**config.mk**
```make
export PLATFORM = sky130hd
export DESIGN_NAME = sorted_table_binary_search_top_flat
export DESIGN_NICKNAME = d
export VERILOG_FILES = /design/src/design/stbs_pkg.sv /design/src/design/stbs_req_if.sv /design/src/design/stbs_rsp_if.sv /design/src/design/stbs_ram.sv /design/src/design/sorted_table_binary_search_top.sv /design/src/flat_wrapper.sv
export SDC_FILE = /design/constraint.sdc
export NUM_CORES = 1
export LEC_CHECK = 0
export BUFFER_PORTS_ARGS = -buffer_cell sky130_fd_sc_hd__buf_2
export CAP_MARGIN = 5
export CORE_MARGIN = 2
export CORE_UTILIZATION = 30
export CTS_CLUSTER_SIZE = 20
export DETAILED_ROUTE_END_ITERATION = 8
export GPL_TIMING_DRIVEN = 0
export HOLD_SLACK_MARGIN = 0.03
export MAX_ROUTING_LAYER = met4
export PLACE_DENSITY = 0.41
export SLEW_MARGIN = 25
export SYNTH_ARGS = -nofsm -noshare
export SYNTH_HDL_FRONTEND = slang
export SYNTH_HIERARCHICAL = 1
export SYNTH_SLANG_ARGS = --single-unit
```
**constraint.sdc**
```tcl
create_clock -name clk -period 5.95 [get_ports clk]
set_input_delay 1.19 -clock clk [delete_from_list [all_inputs] [get_ports clk]]
set_output_delay 1.19 -clock clk [all_outputs]
set_load 0.005 [all_outputs]
```
**src/design/stbs_pkg.sv**
```systemverilog
// Package: sizes, types and helpers of the sorted table search block.
package stbs_pkg;

  localparam int MAX_ENTRIES = 64;
  localparam int KEY_BITS    = 8;
  localparam int IN_KEY_BITS = 8;
  localparam int POS_BITS    = 6;
  localparam int ADDR_BITS   = $clog2(MAX_ENTRIES);
  localparam int CNT_BITS    = $clog2(MAX_ENTRIES + 1);

  localparam logic KIND_LOAD   = 1'b0;
  localparam logic KIND_SEARCH = 1'b1;

  typedef logic [KEY_BITS-1:0]  key_t;
  typedef logic [ADDR_BITS-1:0] addr_t;
  typedef logic [CNT_BITS-1:0]  cnt_t;
  typedef logic [POS_BITS-1:0]  pos_t;

  function automatic key_t mask_key(input logic [IN_KEY_BITS-1:0] k);
    return key_t'(k);
  endfunction

  // floor((lo + hi1 - 1) / 2), hi1 is the exclusive upper bound
  function automatic cnt_t mid_of(input cnt_t lo, input cnt_t hi1);
    logic [CNT_BITS:0] sum;
    sum = {1'b0, lo} + {1'b0, hi1} - {{CNT_BITS{1'b0}}, 1'b1};
    return sum[CNT_BITS:1];
  endfunction

endpackage

```
**src/design/stbs_req_if.sv**
```systemverilog
// Request channel: kind, key and last mark with valid/ready.
interface stbs_req_if;
  logic                             valid;
  logic                             ready;
  logic                             kind;
  logic [stbs_pkg::IN_KEY_BITS-1:0] key;
  logic                             last;

  modport source (output valid, kind, key, last, input ready);
  modport sink   (input valid, kind, key, last, output ready);
endinterface

```
**src/design/stbs_rsp_if.sv**
```systemverilog
// Response channel: found flag and sorted position with valid/ready.
interface stbs_rsp_if;
  logic                          valid;
  logic                          ready;
  logic                          found;
  logic [stbs_pkg::POS_BITS-1:0] position;

  modport source (output valid, found, position, input ready);
  modport sink   (input valid, found, position, output ready);
endinterface

```
**src/design/stbs_ram.sv**
```systemverilog
// Generic single-write, single-read RAM with registered read data.
module stbs_ram #(
  parameter int WIDTH = 8,
  parameter int DEPTH = 64,
  localparam int AW = $clog2(DEPTH)
) (
  input  logic             clk,
  input  logic             we,
  input  logic [AW-1:0]    waddr,
  input  logic [WIDTH-1:0] wdata,
  input  logic [AW-1:0]    raddr,
  output logic [WIDTH-1:0] rdata
);

  logic [WIDTH-1:0] mem [DEPTH];

  always_ff @(posedge clk) begin
    if (we) begin
      mem[waddr] <= wdata;
    end
    rdata <= mem[raddr];
  end

endmodule

```
**src/design/sorted_table_binary_search_top.sv**
```systemverilog
// Top level: key table with load, selection sort and binary search.
//
// Channels: req carries kind, key and last; rsp carries found and position.
// A request moves when valid and ready are both high at a clock edge.
// A load request (kind 0) writes its key into the table; loads beyond the
// table capacity are dropped. A load after a closed set starts a new set.
// A load marked last closes the set and runs a selection sort through the
// table memory, with one memory read per compared entry and one write per
// swapped entry. req.ready stays low while the sort runs.
// A search request (kind 1) gives exactly one response. Each binary search
// probe is one memory read, and a search makes at most log2(depth) + 1
// probes before the response register is loaded. Loads give no response.
// The response register holds while rsp.ready is low; a new request is taken
// meanwhile, and a further search waits for the register to free up.
// Reset (rst, synchronous) empties the table and opens a new set; the table
// memory is not cleared and needs no clearing pass.
module sorted_table_binary_search_top (
  input logic clk,
  input logic rst,
  stbs_req_if.sink   req,
  stbs_rsp_if.source rsp
);
  import stbs_pkg::*;

  localparam logic [2:0] S_IDLE       = 3'd0;
  localparam logic [2:0] S_SORT_START = 3'd1;
  localparam logic [2:0] S_SORT_HEAD  = 3'd2;
  localparam logic [2:0] S_SORT_SCAN  = 3'd3;
  localparam logic [2:0] S_SORT_SWAP  = 3'd4;
  localparam logic [2:0] S_SORT_SWAP2 = 3'd5;
  localparam logic [2:0] S_SRCH       = 3'd6;
  localparam logic [2:0] S_DONE       = 3'd7;

  localparam cnt_t ONE   = cnt_t'(1);
  localparam cnt_t DEPTH = cnt_t'(MAX_ENTRIES);

  logic [2:0] state, state_next;
  cnt_t       count, count_next;
  logic       load_open, load_open_next;
  cnt_t       i, i_next, j, j_next, best, best_next;
  key_t       bestval, bestval_next, vali, vali_next;
  cnt_t       lo, lo_next, hi1, hi1_next, mid, mid_next;
  key_t       skey, skey_next;
  logic       res_found, res_found_next;
  pos_t       res_pos, res_pos_next;
  logic       out_valid, out_valid_next;
  logic       found, found_next;
  pos_t       position, position_next;

  logic  we;
  addr_t waddr, raddr;
  key_t  wdata, rdata;

  cnt_t base, lo_c, hi1_c;
  key_t req_key;

  stbs_ram #(.WIDTH(KEY_BITS), .DEPTH(MAX_ENTRIES)) u_ram (
    .clk   (clk),
    .we    (we),
    .waddr (waddr),
    .wdata (wdata),
    .raddr (raddr),
    .rdata (rdata)
  );

  assign req.ready    = (state == S_IDLE);
  assign rsp.valid    = out_valid;
  assign rsp.found    = found;
  assign rsp.position = position;
  assign req_key      = mask_key(req.key);
  assign base         = load_open ? count : '0;

  always_comb begin
    state_next     = state;
    count_next     = count;
    load_open_next = load_open;
    i_next         = i;
    j_next         = j;
    best_next      = best;
    bestval_next   = bestval;
    vali_next      = vali;
    lo_next        = lo;
    hi1_next       = hi1;
    mid_next       = mid;
    skey_next      = skey;
    res_found_next = res_found;
    res_pos_next   = res_pos;
    out_valid_next = out_valid && !rsp.ready;
    found_next     = found;
    position_next  = position;
    we             = 1'b0;
    waddr          = '0;
    wdata          = '0;
    raddr          = '0;
    lo_c           = lo;
    hi1_c          = hi1;

    unique case (state)
      S_IDLE: begin
        if (req.valid) begin
          if (req.kind == KIND_LOAD) begin
            if (base < DEPTH) begin
              we         = 1'b1;
              waddr      = base[ADDR_BITS-1:0];
              wdata      = req_key;
              count_next = base + ONE;
            end else begin
              count_next = base;
            end
            if (req.last) begin
              load_open_next = 1'b0;
              i_next         = '0;
              state_next     = S_SORT_START;
            end else begin
              load_open_next = 1'b1;
            end
          end else begin
            skey_next = req_key;
            lo_next   = '0;
            hi1_next  = count;
            if (count != '0) begin
              mid_next   = mid_of('0, count);
              raddr      = mid_next[ADDR_BITS-1:0];
              state_next = S_SRCH;
            end else begin
              res_found_next = 1'b0;
              res_pos_next   = '0;
              state_next     = S_DONE;
            end
          end
        end
      end
      S_SORT_START: begin
        if (i + ONE < count) begin
          raddr      = i[ADDR_BITS-1:0];
          state_next = S_SORT_HEAD;
        end else begin
          state_next = S_IDLE;
        end
      end
      S_SORT_HEAD: begin
        vali_next    = rdata;
        bestval_next = rdata;
        best_next    = i;
        j_next       = i + ONE;
        raddr        = j_next[ADDR_BITS-1:0];
        state_next   = S_SORT_SCAN;
      end
      S_SORT_SCAN: begin
        if (rdata < bestval) begin
          bestval_next = rdata;
          best_next    = j;
        end
        if (j + ONE < count) begin
          j_next = j + ONE;
          raddr  = j_next[ADDR_BITS-1:0];
        end else begin
          state_next = S_SORT_SWAP;
        end
      end
      S_SORT_SWAP: begin
        if (best != i) begin
          we         = 1'b1;
          waddr      = i[ADDR_BITS-1:0];
          wdata      = bestval;
          state_next = S_SORT_SWAP2;
        end else begin
          i_next     = i + ONE;
          state_next = S_SORT_START;
        end
      end
      S_SORT_SWAP2: begin
        we         = 1'b1;
        waddr      = best[ADDR_BITS-1:0];
        wdata      = vali;
        i_next     = i + ONE;
        state_next = S_SORT_START;
      end
      S_SRCH: begin
        if (rdata == skey) begin
          res_found_next = 1'b1;
          res_pos_next   = pos_t'(mid);
          state_next     = S_DONE;
        end else begin
          if (rdata > skey) begin
            hi1_c = mid;
          end else begin
            lo_c = mid + ONE;
          end
          lo_next  = lo_c;
          hi1_next = hi1_c;
          if (lo_c < hi1_c) begin
            mid_next = mid_of(lo_c, hi1_c);
            raddr    = mid_next[ADDR_BITS-1:0];
          end else begin
            res_found_next = 1'b0;
            res_pos_next   = '0;
            state_next     = S_DONE;
          end
        end
      end
      S_DONE: begin
        if (!out_valid || rsp.ready) begin
          out_valid_next = 1'b1;
          found_next     = res_found;
          position_next  = res_pos;
          state_next     = S_IDLE;
        end
      end
      default: state_next = S_IDLE;
    endcase
  end

  always_ff @(posedge clk) begin
    if (rst) begin
      state     <= S_IDLE;
      count     <= '0;
      load_open <= 1'b1;
      out_valid <= 1'b0;
    end else begin
      state     <= state_next;
      count     <= count_next;
      load_open <= load_open_next;
      out_valid <= out_valid_next;
    end
    i         <= i_next;
    j         <= j_next;
    best      <= best_next;
    bestval   <= bestval_next;
    vali      <= vali_next;
    lo        <= lo_next;
    hi1       <= hi1_next;
    mid       <= mid_next;
    skey      <= skey_next;
    res_found <= res_found_next;
    res_pos   <= res_pos_next;
    found     <= found_next;
    position  <= position_next;
  end

endmodule

```
**src/flat_wrapper.sv**
```systemverilog
// flat-port wrapper written by rule: the top's interface ports become plain ports
module sorted_table_binary_search_top_flat import stbs_pkg::*;
  (clk, rst, req_valid, req_kind, req_key, req_last, req_ready, rsp_valid, rsp_found, rsp_position, rsp_ready);
  stbs_req_if req_i ();
  stbs_rsp_if rsp_i ();
  input logic clk;
  input logic rst;
  input wire logic [$bits(req_i.valid)-1:0] req_valid;
  input wire logic [$bits(req_i.kind)-1:0] req_kind;
  input wire logic [$bits(req_i.key)-1:0] req_key;
  input wire logic [$bits(req_i.last)-1:0] req_last;
  output wire logic [$bits(req_i.ready)-1:0] req_ready;
  output wire logic [$bits(rsp_i.valid)-1:0] rsp_valid;
  output wire logic [$bits(rsp_i.found)-1:0] rsp_found;
  output wire logic [$bits(rsp_i.position)-1:0] rsp_position;
  input wire logic [$bits(rsp_i.ready)-1:0] rsp_ready;
  assign req_i.valid = req_valid;
  assign req_i.kind = req_kind;
  assign req_i.key = req_key;
  assign req_i.last = req_last;
  assign req_ready = req_i.ready;
  assign rsp_valid = rsp_i.valid;
  assign rsp_found = rsp_i.found;
  assign rsp_position = rsp_i.position;
  assign rsp_i.ready = rsp_ready;
  sorted_table_binary_search_top u_core (.clk(clk), .rst(rst), .req(req_i), .rsp(rsp_i));
endmodule
```
==> flow_summary.yaml <==
route:
  drt_wl_total_microns: 78300
  detailedRoute.firstPassIterationCount: 7
  drt-initial-drc-count: 1270
  drt-wirelength-per-cell_microns: 27.3
  route.detailed.vias_per_inst: 5.15
  via_count: 14800
  detail-route-antenna-nets: 0
  detail_route.drc_violations: 0
critical_path:
  r2r_worst_path_depth: 22
  critical_path_arrival_ns: 6.14
  cp_buf_inv_count: 4
  critical_path.top_delay_family: "compound AO/OA/AOI/OAI gates"
  timing.critical_path.from: "u_core/u_ram/rdata[7]"
  critPathMaxFanout: 13
  start_kind: "register"
  timing.critical_path.cells: "ha_1 -> nand4_2 -> nor2_4 -> buf_6 -> a21oi_4 -> or2_4 -> mux2i_1 -> inv_1 -> ha_1 -> ha_1 -> fa_1 -> a21o_1 -> a2111oi_2 -> nor2_1 -> xnor2_2 -> o21ai_4 -> clkbuf_2 -> nand3b_1 -> buf_4 -> o22ai_2 -> a211oi_2 -> a32o_1"
  reg2reg_from: "u_core/u_ram/rdata[7]"
  crit_cells: 22
  criticalPathCategory: "reg -> reg"
  critical_path.max_stage_delay_ns: 0.41
  critical-path-slowest-cell: "sky130_fd_sc_hd__fa_1"
  critical_path_required_ns: 6.43
  critical-path-top-cell-by-count: "sky130_fd_sc_hd__ha_1"
  worstSetupEndpointType: "register"
sta:
  finalHoldViolations: 0
  rsz0062_at_grt: "no"
  worst_pin_slew_ns: 1.04
  fmaxAchievable_mhz: 177
  relSlewSlack: 0.302
  finalMaxSlewViolations: 0
  final-setup-viol-count: 0
  fin_skew_ns: 0.0255
  final.min_clock_period_ns: 5.66
  fin_worst_hold_slack_ns: 0.414
  period_share: 0.951
  post_route_setup_slack_ns: 0.289
grt:
  initial_antenna_violation_count: 0
  total_global_routing_track_utilization: 0.181
  grt_first_pass_wirelength_microns: 112000
  grt_overflow_total: 0
  grt_pass1_vias: 14700
  grt_start_max_net_pins: 65
power_and_ir_drop:
  power.switching_fraction: 0.352
  p_sw_mw: 5.34
  pwr-share-seq: 0.360
  power.clock.fraction: 0.286
  irDropWorstVdd_uv: 229
  p_int_mw: 9.84
  power_mw: 15.2
  total_leakage_power_nw: 9.86
  power.density_nw_per_um2: 497
  power.share.combinational: 0.354
clock_network:
  clock_latency_ns: 0.61
  numCtsBuffers: 72
  cts_buffer_depth: 3
  cts_tree: "done"
  htree_num_levels: 3
  cts-root-buf: "sky130_fd_sc_hd__clkbuf_16"
  cts_sinks: 612
  total_of_hold_buffers_inserted_after_clock_tree_synthesis: 0
  clk_pin_slew_worst_paths_ns: 0.06
die:
  starting_utilization_of_the_core_area: 0.304
  rows: 107
  die_area_sq_um: 88800
  core_area_sq_um: 85400
  top_level_ports: 23
  dieWidth_microns: 298
  vertical_die_dimension_microns: 298
job:
  max-cap-violations: 0
synth:
  netlist-cell-type-count: 67
  ys_seq_area_frac: 0.701
  synthesis.nets: 1612
  synthArstFlopShare: 0
  mappedNetlistArea_sq_um: 25900
  yosys_warnings: 6
  synth_ff_type: "sky130_fd_sc_hd__edfxtp_1"
  synth.ff_latch_count: 612
  synth_edf_count: 592
  synth_cells: 1549
  avgSynthCellArea_sq_um: 16.7
placement:
  portBuffers: 21
  finalWeightedCongestion: 0.887
  dpl_worst_slack_ns: -1.39
  dp_hpwl_microns: 53800
cells_and_area:
  antenna-diode-count: 0
  final_layout_size_suffix_gt1_frac: 0.226
  nNetsFinal: 1725
  area_growth_synth_to_finish_pct: 17.8
  utilization: 0.358
  final.fill_count: 8154
min_path:
  holdPathStages: 0
  timing.hold.worst.class: "reg -> reg"
  timing.hold.worst.start: "u_core/res_pos[5]"
run_status:
  outcome: "finished, final reports clean"
==> cells by family after synthesis <==
group | synth area share
adders and majority gates | 0.0239
AOI/OAI and AO/OA | 0.0580
buffers and inverters | 0.0240
and+or+nand+nor | 0.0594
DFF | 0.701
muxes | 0.122
xor gates and xnor gates | 0.0115
==> registers in the layout, summed over array words and instances (netlist names) <==
register	cells
u_core/vali	8
u_core/state	3
u_core/u_ram/rdata	8
u_core/lo	7
u_core/load_open	1
u_core/bestval	8
u_core/best	7
u_core/skey	8
u_core/i	7
u_core/count	7
u_core/res_found	1
u_core/rsp.position	6
u_core/u_ram/mem	512
u_core/hi1	7
u_core/rsp.found	1
u_core/res_pos	6
u_core/j	7
u_core/rsp.valid	1
u_core/mid	7
==> per-stage QoR <==
step                cells  setup TNS, ns  area [sq um]
floorplan            1549              0         25900
global placement     2714         -13.89         27500
detailed placement   2726         -10.61         27700
CTS                  2863              0         30300
global route         2865              0         30500
finish               2865              0         30500
==> path summary, 6_finish.rpt <==
path                                               end  slack, ns
worst min-delay path            u_core/rsp.position[5]       0.41
worst max-delay path             u_core/u_ram/rdata[2]       0.29
worst max register to register   u_core/u_ram/rdata[2]       0.29
worst min register to register  u_core/rsp.position[5]       0.41
==> worst reg2reg max path: cells and delay by family (launching register included) <==
| kind | cells | cell delay (ns) |
|---|---|---|
| AOI/OAI and AO/OA | 7 | 1.61 |
| xor gates and xnor gates | 1 | 0.19 |
| adders and majority gates | 4 | 1.32 |
| buffers and inverters | 4 | 0.79 |
| DFF | 1 | 0.36 |
| muxes | 1 | 0.27 |
| and+or+nand+nor | 5 | 1.02 |
==> power by group through the flow <==
stage	logic (mW)	clock network (mW)	registers, mW
after floorplan	3.05	0	5.52
after global placement	4.90	0	5.61
after detailed placement	5.01	0	5.56
after CTS	5.24	4.46	5.47
after global routing	5.75	4.62	5.50
final	5.38	4.34	5.47
==> routing by layer <==
metal	wire, microns	GRT usage
met3	3850	0.0273
met4	1210	0.0418
met1	37000	0.256
met5	0	-
met2	36300	0.276
==> area by class of cell <==
cell class                      count  area (sq um)  area share
Sequential cell                   612         18200       0.595
Inverter                           64           258     0.00844
Buffer                             79           582      0.0191
Tap cell                         1144          1430      0.0469
Clock inverter                     48           444      0.0145
Timing Repair Buffer               40           363      0.0119
Multi-Input combinational cell    793          7410       0.243
Clock buffer                       85          1870      0.0613
==> cells in the mapped netlist (21+ instances only) <==
library cell               instances  area (sq um)
sky130_fd_sc_hd__a21oi_1          39           195
sky130_fd_sc_hd__clkbuf_1         47           176
sky130_fd_sc_hd__edfxtp_1        592         17800
sky130_fd_sc_hd__ha_1             48           601
sky130_fd_sc_hd__inv_1            64           240
sky130_fd_sc_hd__mux2i_1          25           250
sky130_fd_sc_hd__mux4_2          125          2820
sky130_fd_sc_hd__nand2_1          66           248
sky130_fd_sc_hd__nand3_1          37           185
sky130_fd_sc_hd__nor2_1          123           462
sky130_fd_sc_hd__nor3_1           21           105
sky130_fd_sc_hd__o21ai_0          46           230
sky130_fd_sc_hd__o22ai_1          24           150
sky130_fd_sc_hd__xnor2_1          24           210
==> timing repair <==
action	in CTS	in global routing
pin swaps	3	1
resized for setup	67	64
setup endpoints to repair	8	8
setup buffers	5	2
==> cells in the final DEF (no fill, tap or decap), drive strengths merged, types with 7 or more instances in the layout <==
master,n
a211oi,8
a21o,9
a21oi,40
a221oi,9
a222oi,13
a31oi,17
and3,14
buf,74
clkbuf,130
clkinv,33
dfxtp,20
edfxtp,592
ha,48
inv,68
mux2,9
mux2i,25
mux4,125
nand2,66
nand2b,8
nand3,37
nand4,9
nor2,124
nor2b,19
nor3,22
o211ai,8
o21ai,51
o221ai,7
o22ai,24
or3,7
xnor2,24
xor2,10
No activity file was read; power rests on OpenSTA's default activity.
